**src/hdl/rbf_pkg.sv**
```systemverilog
// Shared types and constants of the byte FIFO core.
// No dependencies; imported by every module of the block.
`default_nettype none

package rbf_pkg;

  localparam int BYTE_W        = 8;
  localparam int CNT_W         = 7;
  localparam int TOT_W         = 32;
  localparam int CMD_W         = 2;
  localparam int DEPTH_DEFAULT = 64;

  typedef enum logic [CMD_W-1:0] {
    OP_WRITE = 2'd0,
    OP_POP   = 2'd1,
    OP_PEEK  = 2'd2,
    OP_END   = 2'd3
  } op_t;

  typedef struct packed {
    logic [CMD_W-1:0]  command;
    logic [BYTE_W-1:0] data_byte;
    logic [CNT_W-1:0]  count;
  } cmd_t;

  typedef struct packed {
    op_t               op;
    logic [BYTE_W-1:0] data_byte;
    logic [CNT_W-1:0]  count;
    logic              count_zero;
  } job_t;

  typedef struct packed {
    logic              accepted;
    logic              byte_valid;
    logic [BYTE_W-1:0] out_byte;
    logic              last;
    logic [CNT_W-1:0]  fill_level;
    logic [TOT_W-1:0]  written_total;
    logic [TOT_W-1:0]  read_total;
    logic              ended;
    logic              end_of_stream;
  } res_t;

endpackage

`default_nettype wire

```
**src/hdl/rbf_front.sv**
```systemverilog
// Front end: accepts command transactions, classifies them and queues them.
// Depends on rbf_pkg; feeds rbf_back through a two-entry queue.
`default_nettype none

module rbf_front (
  input  logic          clk,
  input  logic          rst,
  input  logic          cmd_valid,
  output logic          cmd_stall,
  input  rbf_pkg::cmd_t cmd,
  output rbf_pkg::job_t job,
  output logic          job_valid,
  input  logic          job_pop
);
  import rbf_pkg::*;

  job_t       slot [2];
  logic       wr_ptr;
  logic       rd_ptr;
  logic [1:0] fill;
  logic       push;
  logic       pop;
  job_t       classified;

  assign cmd_stall = (fill == 2'd2);
  assign push      = cmd_valid && !cmd_stall;
  assign job_valid = (fill != 2'd0);
  assign pop       = job_pop && job_valid;
  assign job       = slot[rd_ptr];

  always_comb begin
    classified.op         = op_t'(cmd.command);
    classified.data_byte  = cmd.data_byte;
    classified.count      = cmd.count;
    classified.count_zero = (cmd.count == '0);
  end

  always_ff @(posedge clk) begin
    if (rst) begin
      wr_ptr <= 1'b0;
      rd_ptr <= 1'b0;
      fill   <= 2'd0;
    end else begin
      if (push) begin
        wr_ptr <= ~wr_ptr;
      end
      if (pop) begin
        rd_ptr <= ~rd_ptr;
      end
      fill <= fill + {1'b0, push} - {1'b0, pop};
    end
  end

  always_ff @(posedge clk) begin
    if (push) begin
      slot[wr_ptr] <= classified;
    end
  end

endmodule

`default_nettype wire

```
**src/hdl/rbf_back.sv**
```systemverilog
// Back end: ring memory, pointers, counters and the result register.
// Depends on rbf_pkg; takes jobs from rbf_front and emits result transactions.
`default_nettype none

module rbf_back #(
  parameter int DEPTH = rbf_pkg::DEPTH_DEFAULT
) (
  input  logic                       clk,
  input  logic                       rst,
  input  logic                       cfg_we,
  input  logic [rbf_pkg::CNT_W-1:0]  cfg_data,
  input  rbf_pkg::job_t              job,
  input  logic                       job_valid,
  output logic                       job_pop,
  output logic                       res_valid,
  input  logic                       res_stall,
  output rbf_pkg::res_t              res,
  output logic                       busy
);
  import rbf_pkg::*;

  localparam int AW = (DEPTH > 1) ? $clog2(DEPTH) : 1;
  localparam int CW = $clog2(DEPTH + 1);
  localparam int SW = CNT_W + 1;

  typedef enum logic [1:0] {
    ST_CMD  = 2'b01,
    ST_PEEK = 2'b10
  } state_t;

  logic [BYTE_W-1:0] mem [DEPTH];
  logic [BYTE_W-1:0] rd_q;

  state_t            state;
  logic [AW-1:0]     head;
  logic [AW-1:0]     tail;
  logic [CNT_W-1:0]  held;
  logic [TOT_W-1:0]  wr_total;
  logic [TOT_W-1:0]  rd_total;
  logic              ended;
  logic [CW-1:0]     cap;
  logic [AW-1:0]     peek_ptr;
  logic [CNT_W-1:0]  peek_left;

  logic              o_acc;
  logic              o_bv;
  logic              o_last;
  logic [CNT_W-1:0]  o_fill;
  logic [TOT_W-1:0]  o_wt;
  logic [TOT_W-1:0]  o_rt;
  logic              o_ended;
  logic              o_eos;

  logic [AW-1:0]     head_next;
  logic [AW-1:0]     tail_next;
  logic [CNT_W-1:0]  held_next;
  logic [TOT_W-1:0]  wr_total_next;
  logic [TOT_W-1:0]  rd_total_next;
  logic              ended_next;

  logic              load;
  logic              take;
  logic [CNT_W-1:0]  cap_ext;
  logic [CNT_W-1:0]  n;
  logic              room;
  logic              wr_en;
  logic              rd_en;
  logic [AW-1:0]     rd_addr;
  logic [SW-1:0]     pop_sum;
  logic [AW-1:0]     head_pop;
  logic              peek_start;
  logic              peek_step;
  logic              produce;
  logic              last_now;
  logic [CW-1:0]     cap_cfg;

  function automatic logic [AW-1:0] ring_inc(input logic [AW-1:0] p,
                                             input logic [CW-1:0] c);
    logic [AW:0] s;
    s = {1'b0, p} + (AW+1)'(1);
    return (s == (AW+1)'(c)) ? '0 : s[AW-1:0];
  endfunction

  assign load       = !res_valid || !res_stall;
  assign take       = (state == ST_CMD) && job_valid && load;
  assign job_pop    = take;
  assign cap_ext    = CNT_W'(cap);
  assign n          = (job.count < held) ? job.count : held;
  assign room       = (held < cap_ext);
  assign wr_en      = take && (job.op == OP_WRITE) && room;
  assign peek_start = take && (job.op == OP_PEEK) && !job.count_zero && (held != '0);
  assign peek_step  = (state == ST_PEEK) && load;
  assign produce    = take || peek_step;
  assign rd_en      = peek_start || peek_step;
  assign rd_addr    = (state == ST_PEEK) ? peek_ptr : head;
  assign last_now   = peek_step ? (peek_left == CNT_W'(1)) :
                      (!peek_start || (n == CNT_W'(1)));
  assign busy       = res_valid || (state != ST_CMD);

  assign pop_sum  = SW'(head) + SW'(n);
  assign head_pop = (pop_sum >= SW'(cap)) ? AW'(pop_sum - SW'(cap)) : AW'(pop_sum);

  always_comb begin
    priority if (cfg_data == '0) begin
      cap_cfg = CW'(1);
    end else if (cfg_data > CNT_W'(DEPTH)) begin
      cap_cfg = CW'(DEPTH);
    end else begin
      cap_cfg = CW'(cfg_data);
    end
  end

  always_comb begin
    head_next     = head;
    tail_next     = tail;
    held_next     = held;
    wr_total_next = wr_total;
    rd_total_next = rd_total;
    ended_next    = ended;
    if (take) begin
      unique case (job.op)
        OP_WRITE: begin
          if (room) begin
            tail_next     = ring_inc(tail, cap);
            held_next     = held + CNT_W'(1);
            wr_total_next = wr_total + TOT_W'(1);
          end
        end
        OP_POP: begin
          head_next     = head_pop;
          held_next     = held - n;
          rd_total_next = rd_total + TOT_W'(n);
        end
        OP_PEEK: begin
        end
        OP_END: begin
          ended_next = 1'b1;
        end
        default: begin
        end
      endcase
    end
  end

  always_ff @(posedge clk) begin
    if (rst) begin
      cap <= CW'(DEPTH);
    end else if (cfg_we) begin
      cap <= cap_cfg;
    end
  end

  always_ff @(posedge clk) begin
    if (rst || cfg_we) begin
      state     <= ST_CMD;
      head      <= '0;
      tail      <= '0;
      held      <= '0;
      wr_total  <= '0;
      rd_total  <= '0;
      ended     <= 1'b0;
      peek_ptr  <= '0;
      peek_left <= '0;
      res_valid <= 1'b0;
    end else begin
      head     <= head_next;
      tail     <= tail_next;
      held     <= held_next;
      wr_total <= wr_total_next;
      rd_total <= rd_total_next;
      ended    <= ended_next;
      if (peek_start) begin
        peek_ptr  <= ring_inc(head, cap);
        peek_left <= n - CNT_W'(1);
        if (n != CNT_W'(1)) begin
          state <= ST_PEEK;
        end
      end else if (peek_step) begin
        peek_ptr  <= ring_inc(peek_ptr, cap);
        peek_left <= peek_left - CNT_W'(1);
        if (peek_left == CNT_W'(1)) begin
          state <= ST_CMD;
        end
      end
      if (load) begin
        res_valid <= produce;
      end
    end
  end

  // hold result fields while stalled
  always_ff @(posedge clk) begin
    if (load && produce) begin
      o_acc   <= wr_en;
      o_bv    <= rd_en;
      o_last  <= last_now;
      o_fill  <= held_next;
      o_wt    <= wr_total_next;
      o_rt    <= rd_total_next;
      o_ended <= ended_next;
      o_eos   <= ended_next && (held_next == '0);
    end
  end

  always_ff @(posedge clk) begin
    if (wr_en) begin
      mem[tail] <= job.data_byte;
    end
  end

  always_ff @(posedge clk) begin
    if (rd_en) begin
      rd_q <= mem[rd_addr];
    end
  end

  always_comb begin
    res.accepted      = o_acc;
    res.byte_valid    = o_bv;
    res.out_byte      = o_bv ? rd_q : '0;
    res.last          = o_last;
    res.fill_level    = o_fill;
    res.written_total = o_wt;
    res.read_total    = o_rt;
    res.ended         = o_ended;
    res.end_of_stream = o_eos;
  end

endmodule

`default_nettype wire

```
**src/hdl/flow_controlled_byte_fifo_core.sv**
```systemverilog
// Top level of the byte ring-buffer FIFO core.
// Depends on rbf_pkg, rbf_front and rbf_back.
//
// Usage:
//   cmd channel (cmd_valid / cmd_stall / cmd): one command per transaction:
//     write byte, pop count bytes, peek count bytes, end input.
//   res channel (res_valid / res_stall / res): write, pop and end input give
//     one result; a peek gives one result per held byte it covers (at least
//     one), last marking the final one. Every result carries fill level, both
//     running totals, the ended flag and end of stream.
//   cfg channel (cfg_valid / cfg_ready / cfg_data): sets the ring capacity and
//     restarts the stream. cfg_ready is high only while the block is idle.
// Flow: an accepted command first fills a queue slot; its first result is loaded
//   into the result register when rbf_back takes it from the queue. Throughput:
//   one result per cycle while res_stall is low; writes and pops stream at one per
//   cycle, a peek of n bytes gives all n results before the next command is taken,
//   each byte read from the ring memory in the cycle its result register loads.
// Reset: empties the queue, clears pointers, counters and the ended flag, and
//   sets the capacity to DEPTH. Memory contents are not cleared.
// res_stall holds the result register; the two-entry command queue then fills
//   and raises cmd_stall.
`default_nettype none

module flow_controlled_byte_fifo_core #(
  parameter int DEPTH = rbf_pkg::DEPTH_DEFAULT
) (
  input  logic                       clk,
  input  logic                       rst,
  input  logic                       cmd_valid,
  output logic                       cmd_stall,
  input  rbf_pkg::cmd_t              cmd,
  output logic                       res_valid,
  input  logic                       res_stall,
  output rbf_pkg::res_t              res,
  input  logic                       cfg_valid,
  output logic                       cfg_ready,
  input  logic [rbf_pkg::CNT_W-1:0]  cfg_data
);
  import rbf_pkg::*;

  job_t  job;
  logic  job_valid;
  logic  job_pop;
  logic  busy;
  logic  cfg_we;

  assign cfg_ready = !job_valid && !busy;
  assign cfg_we    = cfg_valid && cfg_ready;

  rbf_front u_front (
    .clk       (clk),
    .rst       (rst),
    .cmd_valid (cmd_valid),
    .cmd_stall (cmd_stall),
    .cmd       (cmd),
    .job       (job),
    .job_valid (job_valid),
    .job_pop   (job_pop)
  );

  rbf_back #(
    .DEPTH (DEPTH)
  ) u_back (
    .clk       (clk),
    .rst       (rst),
    .cfg_we    (cfg_we),
    .cfg_data  (cfg_data),
    .job       (job),
    .job_valid (job_valid),
    .job_pop   (job_pop),
    .res_valid (res_valid),
    .res_stall (res_stall),
    .res       (res),
    .busy      (busy)
  );

endmodule

`default_nettype wire

```
**config.mk**
```make
export PLATFORM = sky130hd
export DESIGN_NAME = flow_controlled_byte_fifo_core
export DESIGN_NICKNAME = d
export VERILOG_FILES = /design/src/hdl/rbf_pkg.sv /design/src/hdl/rbf_front.sv /design/src/hdl/rbf_back.sv /design/src/hdl/flow_controlled_byte_fifo_core.sv
export SDC_FILE = /design/constraint.sdc
export NUM_CORES = 1
export LEC_CHECK = 0
export ABC_AREA = 1
export BUFFER_PORTS_ARGS = -buffer_cell sky130_fd_sc_hd__buf_2
export CORE_MARGIN = 4
export CORE_UTILIZATION = 45
export DETAILED_ROUTE_END_ITERATION = 8
export SYNTH_ARGS = -nofsm -noshare
export SYNTH_HDL_FRONTEND = slang
export SYNTH_SLANG_ARGS = --single-unit
```
**constraint.sdc**
```tcl
create_clock -name clk -period 6.8 [get_ports clk]
set_clock_uncertainty 0.2 [all_clocks]
set_input_delay 1.36 -clock clk [delete_from_list [all_inputs] [get_ports clk]]
set_output_delay 1.36 -clock clk [all_outputs]
set_load 0.02 [all_outputs]
```
==> flow_metrics.tcl, run 1 <==
set metrics [dict create \
    drt-total-wl_mm 82.7 \
    std_cell_rows 97 \
    synth.largest_area_cell "edfxtp_1" \
    post-route-period-util_pct 80.2 \
    p_total_mw 15.2 \
    critPathSlowestCell "dfxtp_1" \
    grt_max_degree 139 \
    path_max_fanout 17 \
    port_buffers 115 \
    dr.first_iter.drc_count 1986 \
    worstMarginPinSlew_ns 1.10 \
    dp_hpwl_mm 52.1 \
    slew-limit-headroom_pct 26.5 \
    outcome "finished, final reports clean" \
    grtUsageTotal_pct 21.7 \
    synthTopCellsByArea "edfxtp_1 59%, dfxtp_1 7.0%, nor2_1 5.3%" \
    avgRoutedWirePerCell_um 20.6 \
    post_cts_buffers 0 \
    p_leak_nw 13.0 \
    gp_congestion 0.893 \
    r2r_setup_slack_ns 1.35 \
    clk_path_buf_depth 3 \
    firstDrtPassIters 5 \
    final_cell_area_sq_um 36200 \
    antenna_found_initial 0 \
    synth_most_common_cell "edfxtp_1" \
    worst_r2r_endpoint "u_back.head[3]$_SDFFE_PP0P_" \
    drv_slew 0 \
    synthCells 2919 \
    path_clk_slew_ns 0.06 \
    fp.dieH_um 275 \
    worst_path_largest_cell_delay_ns 0.37 \
    clock_sinks 744 \
    cts_resized 0 \
    timing.hold.worst_endpoint "u_back.ended$_SDFF_PP0_" \
    synth_edf_count 632 \
    via_count 22300 \
    yosys_warnings 0 \
    synth_top_area_share_pct 59.0 \
    grt.overflow.total 0 \
    period_needed_ns 5.45 \
    min_from "u_back.ended$_SDFF_PP0_" \
    setup_violations 0 \
    criticalPathCategory "reg2reg" \
    start_util_pct 45.6 \
    area_growth_pct 12.6 \
    setup.worst_path.start_class "register" \
    grt_setup_unrepaired "no" \
    core_area_sq_um 70500 \
    pin_count 116 \
    die-area_sq_um 75900 \
    ys_types 53 \
    critPathCaptureType "register" \
    maxCapViolCount 0 \
    cp.arrival_ns 5.76 \
    crit_buf_inv 6 \
    final_layout_size_suffix_gt1_share_pct 10.2 \
    synth_area_sq_um 32200 \
    fin_util_pct 51.4 \
    hold-path-cell-count 2 \
    hold_buffers 0 \
    place_inst 3866 \
    cts_tree "built" \
    drcViolationCount 0 \
    crit_top_cell "inv_1" \
    clock_latency_ns 0.64 \
    nets 3088 \
    ant_nets 0 \
    cts_max_level 3 \
    final_cells 4011 \
    powerDensity_nw_per_um2 420 \
    viasPerCell 5.57 \
    hold_class "reg2reg" \
    die_w_um 275 \
    syn_nets 3000 \
    peakVddDrop_uv 260 \
    finalHoldViolations 0 \
    root_buffer "clkbuf_16" \
    max_clock_freq_ghz 0.183 \
    synthArstFlopShare_pct 0 \
    tns_ns 0 \
    syn_area_per_cell_sq_um 11.0 \
    grt_pass1_wl_mm 127 \
    synthFlopType "edfxtp_1" \
    ys_top_cells_by_count "632 x edfxtp_1, 454 x nor2_1, 324 x nand2_1" \
    cts_made_buffers 79 \
    reg2reg_depth 29 \
    synth_seq_cells 744 \
    cp.required_ns 7.11 \
    grt_pass1_vias 21900 \
    cp_top_family "compound AO/OA/AOI/OAI gates" \
    seq_area_frac_synth_pct 65.9 \
    placed_cell_area_sq_um 33700 \
    antenna_cells 0 \
]
-- cells in the final DEF (no fill, tap or decap), drive strengths merged, types with 2 or more instances in the layout --
cell        n
bufinv      6
nand2     329
a31oi       7
inv       253
ha         49
clkbuf    104
edfxtp    632
nor3       33
o21ai     321
clkinv     25
o22ai      67
o21a        5
fa          3
nand3     144
or2        16
o221ai     64
nor2      461
buf       144
nor4       10
clkinvlp    6
nand4      36
xor2       53
nand3b      3
a21o        2
and2        2
a211oi      4
a21oi      79
o211ai     70
a221oi      3
o21bai      2
xnor2      18
dfxtp     112
nor3b       2
-- how the worst max path moves through the flow --
stage / end / slack [ns] / cells past startpoint
finish: u_back.head[3]$_SDFFE_PP0P_ / 1.35 / 29
global route: u_back.head[3]$_SDFFE_PP0P_ / 0.71 / 29
floorplan: u_back.head[3]$_SDFFE_PP0P_ / 1.82 / 28
CTS: u_back.head[3]$_SDFFE_PP0P_ / 1.32 / 28
global placement: u_back.head[3]$_SDFFE_PP0P_ / 1.41 / 28
detailed placement: u_back.head[3]$_SDFFE_PP0P_ / 1.32 / 28
-- final cells by class --
| class | instances | area (sq um) |
|---|---|---|
| multi-input cells | 1789 | 9540 |
| flip-flops and latches | 744 | 21200 |
| inverters | 249 | 945 |
| clock inverters | 41 | 452 |
| well taps | 940 | 1180 |
| clock buffers | 104 | 2100 |
| repair buffers | 144 | 806 |
| fillers | 6148 | 34300 |
-- metrics by stage --
| stage | worst slack, ns | hold WS (ns) |
|---|---|---|
| floorplan | 1.82 | 0.224 |
| detailed placement | 1.32 | 0.245 |
| finish | 1.35 | 0.255 |
| global route | 0.708 | 0.296 |
| global placement | 1.41 | 0.244 |
| CTS | 1.32 | 0.259 |
-- metal layers --
metal  GRT usage [%]  part of all wire (%)  vias to the layer above
met3            3.69                   6.8                      145
met5               0                     0                        -
met1            28.7                    42                    10800
met4            6.36                   2.7                        0
met2            36.9                    49                      831
li1                -                     -                    10600
-- power by group --
group          internal (mW)  switching [mW]
combinational           1.33            3.59
sequential              5.85           0.211
clock                   2.43            1.80
-- flip-flops by register name, indices dropped and copies added, names as in the netlist, 6 cells and up, named ones only --
signal,flops
u_back.head,6
u_back.tail,6
u_back.o_rt,32
u_front.slot,36
u_back.peek_left,7
u_back.peek_ptr,6
u_back.o_fill,7
u_back.o_wt,32
u_back.held,7
u_back.cap,7
u_back.wr_total,32
u_back.rd_total,32
u_back.rd_q,8
u_back.mem,512
-- logic make-up after synthesis --
family          Yosys count  synth area share [%]
mux                       1                0.0311
xor+xnor                 71                  1.93
flops                   744                  65.9
compound gates          626                  11.5
fa+ha+maj                52                  2.09
buf+inv                 386                  4.65
simple gates           1039                  13.9
-- worst min-delay path: stages (launching register included) --
cell     delay [ns]
dfxtp_1        0.30
a21oi_1        0.05
nor2_1         0.07
Note: power is estimated with default switching activity, not from simulation.
==> run 2, diff against run 1 <==
--- a/config.mk
+++ b/config.mk
@@ -5,7 +5,7 @@
 export SDC_FILE = /design/constraint.sdc
 export NUM_CORES = 1
 export LEC_CHECK = 0
-export ABC_AREA = 1
+export ABC_AREA = 0
 export BUFFER_PORTS_ARGS = -buffer_cell sky130_fd_sc_hd__buf_2
 export CORE_MARGIN = 4
 export CORE_UTILIZATION = 45
==> constraint.sdc (replaced) <==
create_clock -name clk -period 5.24 [get_ports clk]
set_clock_uncertainty 0.2 [all_clocks]
set_input_delay 1.048 -clock clk [delete_from_list [all_inputs] [get_ports clk]]
set_output_delay 1.048 -clock clk [all_outputs]
set_load 0.02 [all_outputs]
==> run 2 against run 1 <==
- register-to-register slack got worse by 1.0 ns
- cell count decreased by 18%
- combinational power increased by 1%
- area after synthesis decreased by 2.4%
- total power increased by 20%
- cell area increased by 0.97%
- critical endpoint is now u_back.o_rt[26]$_DFFE_PP_
- largest power group unchanged
- highest routed layer unchanged
==> flow_metrics.tcl, run 2 <==
set metrics [dict create \
    synth_top_family_by_area "multiplexers" \
    viasPerCell 5.59 \
    path_clk_slew_ns 0.06 \
    cp_top_family "simple AND/OR/NAND/NOR gates" \
    place_inst 3126 \
    drcViolationCount 0 \
    port_buffers 115 \
    syn_nets 2127 \
    synthCells 2046 \
    worstMarginPinSlew_ns 1.22 \
    grt_max_degree 65 \
    drv_slew 0 \
    clock_latency_ns 0.61 \
    root_buffer "clkbuf_16" \
    seq_area_frac_synth_pct 67.5 \
    yosys-mux-area-fraction_pct 10.5 \
    fp.dieH_um 272 \
    cp.depth 18 \
    top_register "u_back.mem" \
    post-route-period-util_pct 93.6 \
    clk_path_buf_depth 3 \
    layout_common_cells "632 x edfxtp_1, 148 x nand2_1, 129 x nor2_1" \
    via_count 18300 \
    pin_count 116 \
    crit_end "u_back.o_rt[26]$_DFFE_PP_" \
    antenna_found_initial 0 \
    setup.worst_path.start_class "register" \
    synthTopCellsByArea "edfxtp_1 60%, mux4_2 9.2%, dfxtp_1 7.1%" \
    path_max_fanout 12 \
    criticalPathCategory "reg2reg" \
    setup_violations 0 \
    placed_cell_area_sq_um 33900 \
    grt.overflow.total 0 \
    ys_types 82 \
    clock_sinks 744 \
    area_growth_pct 16.4 \
    ys_top_cells_by_count "632 x edfxtp_1, 148 x nand2_1, 130 x nor2_1" \
    worst_path_largest_cell_delay_ns 0.55 \
    synth_area_sq_um 31400 \
    grtUsageTotal_pct 19.7 \
    grt_pass1_vias 18600 \
    grt_pass1_wl_mm 112 \
    synth_top_area_share_pct 60.4 \
    cts_made_buffers 79 \
    dr.first_iter.drc_count 1306 \
    reg2reg_depth 18 \
    start_util_pct 45.6 \
    n_fill_cell 5671 \
    yosys_warnings 0 \
    largest_register_ff_count 512 \
    synthFlopType "edfxtp_1" \
    final_cells 3271 \
    synth_fa_ha_area_share_pct 2.14 \
    synth.largest_area_cell "edfxtp_1" \
    finalHoldViolations 0 \
    std_cell_rows 96 \
    mostFrequentLayoutCell "edfxtp_1" \
    critPathSlowestCell "or4b_1" \
    synth_most_common_cell "edfxtp_1" \
    core_area_sq_um 68900 \
    min_from "u_back.rd_total[0]$_SDFF_PP0_" \
    hold_class "reg2reg" \
    worst_r2r_endpoint "u_back.o_rt[26]$_DFFE_PP_" \
    synthArstFlopShare_pct 0 \
    peakVddDrop_uv 311 \
    slew-limit-headroom_pct 16.3 \
    avgRoutedWirePerCell_um 22.4 \
    period_needed_ns 4.91 \
    drt-total-wl_mm 73.2 \
    synth_xor_area_share_pct 3.26 \
    synth_seq_cells 744 \
    ant_nets 0 \
    gp_congestion 0.911 \
    path_cells "mux2i_4, inv_2, ha_1, or3b_4, o21ba_4, a21oi_4, buf_4, mux2i_1, inv_1, ha_1, and3_1, a221oi_1, inv_1, a21o_1, a41oi_1, buf_4, or4b_1, xnor2_1" \
    synthSimpleGateAreaFrac_pct 8.79 \
    reg.largest.list "u_back.mem x512, u_front.slot x36" \
    critPathCaptureType "register" \
    crit_buf_inv 5 \
    synth_edf_count 632 \
    synth_compound_area_share_pct 5.75 \
    die_w_um 272 \
    p_leak_nw 13.0 \
    cts_max_level 3 \
    dp_hpwl_mm 46.8 \
    holdWs_ns 0.308 \
    outcome "finished, final reports clean" \
    fin_util_pct 53.1 \
    die-area_sq_um 74100 \
    maxCapViolCount 0 \
    max_clock_freq_ghz 0.204 \
    p_total_mw 18.2 \
    cts_tree "built" \
    hold_buffers 0 \
    firstDrtPassIters 5 \
    cp.arrival_ns 5.05 \
    final_layout_size_suffix_gt1_share_pct 23.3 \
    cp.required_ns 5.39 \
    nets 2357 \
    syn_area_per_cell_sq_um 15.4 \
    powerDensity_nw_per_um2 498 \
    final_cell_area_sq_um 36600 \
    r2r_setup_slack_ns 0.33 \
]
==> run 2: cell count changes after synthesis, moves of 108 or more <==
cell / delta
nor2_1: -324
and2_1: +108
inv_1: -186
mux4_2: +128
o21ai_0: -273
nand2_1: -176
==> run 2: cell families after synthesis <==
| group | after synthesis |
|---|---|
| flip-flops | 744 |
| AND/OR/NAND/NOR | 549 |
| AO/OA/AOI/OAI | 266 |
| multiplexers | 168 |
| buffers and inverters | 154 |
| XOR/XNOR | 113 |
| adder cells (fa/ha/maj) | 52 |
==> run 2: timing repair <==
action                     in CTS  in global routing
resized for setup               0                 11
buffers inserted                0                  0
setup endpoints to repair       0                 10
==> run 2: through the flow <==
step	setup TNS (ns)	worst slack [ns]
after global routing	-0.00983	-0.00763
after global placement	0	0.220
after detailed placement	0	0.168
after CTS	0	0.151
after floorplan	0	0.0155
final	0	0.334
==> run 2: metal layers <==
| layer | share of wire (%) | routed length [um] | GRT usage (%) | up-vias |
|---|---|---|---|---|
| met5 | 0 | 0 | 0 | - |
| met4 | 2.6 | 1890 | 5.64 | 0 |
| met3 | 5.6 | 4130 | 3.63 | 128 |
| met2 | 49 | 36200 | 33.3 | 541 |
| met1 | 42 | 31000 | 26.3 | 9290 |
| li1 | - | - | - | 8325 |
==> run 2: report_power, final <==
part / leakage [nW] / internal [mW] / switching (mW) / total, mW
registers: 6.66 / 7.37 / 0.215 / 7.59
clock network: 1.28 / 3.40 / 2.24 / 5.64
logic: 5.06 / 1.74 / 3.24 / 4.98
total: 13.0 / 12.5 / 5.69 / 18.2
==> run 2: area by class of cell <==
type | count | area (sq um) | area share, %
diodes | 1 | 2.50 | 0.00684
clock buffers | 107 | 2210 | 6.03
clock inverters | 37 | 418 | 1.14
inverters | 55 | 206 | 0.564
multi-input cells | 1148 | 9720 | 26.6
flip-flops and latches | 744 | 21200 | 58.0
well taps | 931 | 1160 | 3.18
repair buffers | 248 | 1640 | 4.49
==> run 2: worst min path at each step <==
stage / to / slack (ns) / depth (start not counted)
after detailed placement: u_back.rd_total[0]$_SDFF_PP0_ / 0.29 / 2
final: u_back.rd_total[0]$_SDFF_PP0_ / 0.31 / 2
after global routing: u_front.rd_ptr$_SDFFE_PP0P_ / 0.35 / 2
after floorplan: u_back.rd_total[4]$_SDFF_PP0_ / 0.26 / 2
after global placement: u_back.rd_total[0]$_SDFF_PP0_ / 0.28 / 2
after CTS: u_back.rd_total[0]$_SDFF_PP0_ / 0.30 / 2
==> run 2: worst register-to-register path: stages (launching register included) <==
cell,delay (ns)
dfxtp_4,0.41
mux2i_4,0.25
inv_2,0.08
ha_1,0.24
or3b_4,0.41
o21ba_4,0.23
a21oi_4,0.25
buf_4,0.22
mux2i_1,0.29
inv_1,0.17
ha_1,0.40
and3_1,0.24
a221oi_1,0.09
inv_1,0.09
a21o_1,0.11
a41oi_1,0.04
buf_4,0.21
or4b_1,0.55
xnor2_1,0.16
==> run 3, diff against run 2 <==
--- a/config.mk
+++ b/config.mk
@@ -10,6 +10,7 @@
 export CORE_MARGIN = 4
 export CORE_UTILIZATION = 45
 export DETAILED_ROUTE_END_ITERATION = 8
+export GPL_TIMING_DRIVEN = 0
 export SYNTH_ARGS = -nofsm -noshare
 export SYNTH_HDL_FRONTEND = slang
 export SYNTH_SLANG_ARGS = --single-unit
==> constraint.sdc (replaced) <==
create_clock -name clk -period 5.24 [get_ports clk]
set_clock_uncertainty 0.2 [all_clocks]
set_input_delay 0.786 -clock clk [delete_from_list [all_inputs] [get_ports clk]]
set_output_delay 0.786 -clock clk [all_outputs]
set_load 0.02 [all_outputs]
==> run 3 against run 2 <==
- first-iteration DRC count grew 10%
- worst setup slack lost 0.33 ns
- register-to-register slack lost 0.33 ns
- routed wire length grew 3.5%
- combinational power grew 6.4%
- cell count shrank 0.18%
- clock power shrank 2%
- critical path type unchanged
==> flow_metrics.tcl, run 3 (synthesis gave the netlist of run 2 again) <==
set metrics [dict create \
    cts_made_buffers 79 \
    grt_pass1_wl_mm 115 \
    path_max_fanout 10 \
    fin_util_pct 52.7 \
    critPathCaptureType "register" \
    gp_congestion 0.915 \
    fp.dieH_um 272 \
    cp.required_ns 5.29 \
    pin_count 116 \
    clock_latency_ns 0.63 \
    post-route-period-util_pct 100 \
    worstMarginPinSlew_ns 1.32 \
    grt.overflow.total 0 \
    mostFrequentLayoutCell "edfxtp_1" \
    top_register "u_back.mem" \
    start_util_pct 45.6 \
    reg.largest.list "u_back.mem x512, u_front.slot x36" \
    criticalPathCategory "reg2reg" \
    path_cells "clkbuf_1, inv_1, ha_1, a21oi_1, o21ai_0, a2111o_1, inv_1, buf_1, nand3_1, nor2_1" \
    area_growth_pct 15.5 \
    hold-path-cell-count 1 \
    firstDrtPassIters 5 \
    dr.first_iter.drc_count 1438 \
    p_total_mw 18.4 \
    setup_ws_ns 0.00174 \
    largest_register_ff_count 512 \
    outcome "finished, final reports clean" \
    powerDensity_nw_per_um2 507 \
    drcViolationCount 0 \
    finalHoldViolations 0 \
    layout_common_cells "632 x edfxtp_1, 147 x nand2_1, 130 x buf_2" \
    grt_setup_unrepaired "yes" \
    period_needed_ns 5.24 \
    grt_max_degree 65 \
    reg2reg_depth 10 \
    crit_top_cell "inv_1" \
    antenna_cells 0 \
    hold_buffers 0 \
    dp_hpwl_mm 50.2 \
    pre_cts_ws_ns -0.777 \
    setup_violations 0 \
    port_buffers 114 \
    via_count 18300 \
    antenna_found_initial 0 \
    nets 2351 \
    die-area_sq_um 74100 \
    die_w_um 272 \
    critPathSlowestCell "nor2_1" \
    drv_slew 0 \
    setup.worst_path.start_class "register" \
    cts_max_level 3 \
    p_int_mw 12.5 \
    core_area_sq_um 68900 \
    drt-total-wl_mm 75.8 \
    clock_sinks 744 \
    combPwrFrac_pct 28.8 \
    holdWs_ns 0.150 \
    worst_path_largest_cell_delay_ns 0.87 \
    std_cell_rows 96 \
    hold_class "in2reg" \
    grt_pass1_vias 18600 \
    peakVddDrop_uv 350 \
    p_leak_nw 12.6 \
    ant_nets 0 \
    slew-limit-headroom_pct 9.98 \
    root_buffer "clkbuf_16" \
    power_frac_seq_pct 41.1 \
    avgRoutedWirePerCell_um 23.2 \
    final_layout_size_suffix_gt1_share_pct 21.0 \
    clk_path_buf_depth 3 \
    max_clock_freq_ghz 0.191 \
    path_clk_slew_ns 0.06 \
    swShare_pct 32.1 \
    p_clk_share_pct 30.1 \
    cp.arrival_ns 5.29 \
    cts_tree "built" \
    viasPerCell 5.60 \
    grtUsageTotal_pct 20.4 \
    switchingPower_mw 5.92 \
    maxCapViolCount 0 \
]
run 3: changes by cell type in the layout (fill, tap and decap cells not counted), sizes merged:
| cell | previous run | this run |
|---|---|---|
| buf | 248 | 178 |
| clkbuf | 107 | 162 |
| clkinv | 26 | 30 |
| clkinvlp | 2 | 6 |
| inv | 55 | 59 |
| bufinv | 9 | 7 |
| diode | 1 | 0 |
run 3: per-stage QoR:
stage	area [sq um]	setup TNS [ns]	instances
CTS	36000	0	3245
global placement	33200	-28.33	3091
detailed placement	33300	-30.71	3093
global route	36300	-14.24	3265
finish	36300	0	3265
floorplan	31500	0	2046
run 3: final cells by class:
| class | count | area (sq um) |
|---|---|---|
| sequential | 744 | 21200 |
| multi-input combinational | 1148 | 9830 |
| clock inverter | 47 | 488 |
| tap | 931 | 1160 |
| inverter | 55 | 210 |
| buffer | 99 | 457 |
| clock buffer | 98 | 2090 |
| timing repair buffer | 143 | 842 |
| fill | 5637 | 32600 |
run 3: what timing repair did:
action	4_1_cts	5_1_grt
cloned	0	1
endpoints found under the setup margin	56	235
gates resized for setup	23	31
setup buffers	7	19
pin swaps	4	7
run 3: power by group through the flow:
stage	clock network, mW	registers [mW]	logic, mW
finish	5.55	7.57	5.30
global route	5.91	7.62	5.75
detailed placement	0	7.71	4.83
CTS	5.65	7.59	5.03
floorplan	0	7.97	2.93
global placement	0	7.75	4.73
run 3: layer usage:
metal / track usage [%] / wire [um]
met5: 0 / 0
met1: 27.6 / 32000
met2: 33.8 / 36800
met4: 6.06 / 2220
met3: 3.83 / 4740
run 3: worst paths after layout:
check | endpoint | slack [ns] | start
setup / recovery | u_back.mem[44][6]$_DFFE_PP_ | 0.002 | u_back.cap[4]$_SDFFE_PP0P_
hold / removal | u_front.slot[0][9]$_DFFE_PP_ | 0.15 | cmd[8]
setup reg to reg | u_back.mem[44][6]$_DFFE_PP_ | 0.002 | u_back.cap[4]$_SDFFE_PP0P_
hold reg to reg | u_back.rd_total[0]$_SDFF_PP0_ | 0.29 | u_back.rd_total[0]$_SDFF_PP0_
run 3: critical path, delay by kind of cell, from the launching register on:
family	cells	cell delay, ns
AOI/OAI and AO/OA	3	0.88
adders and majority gates	1	0.37
buffers and inverters	4	1.50
DFF	1	0.30
and+or+nand+nor	2	1.60
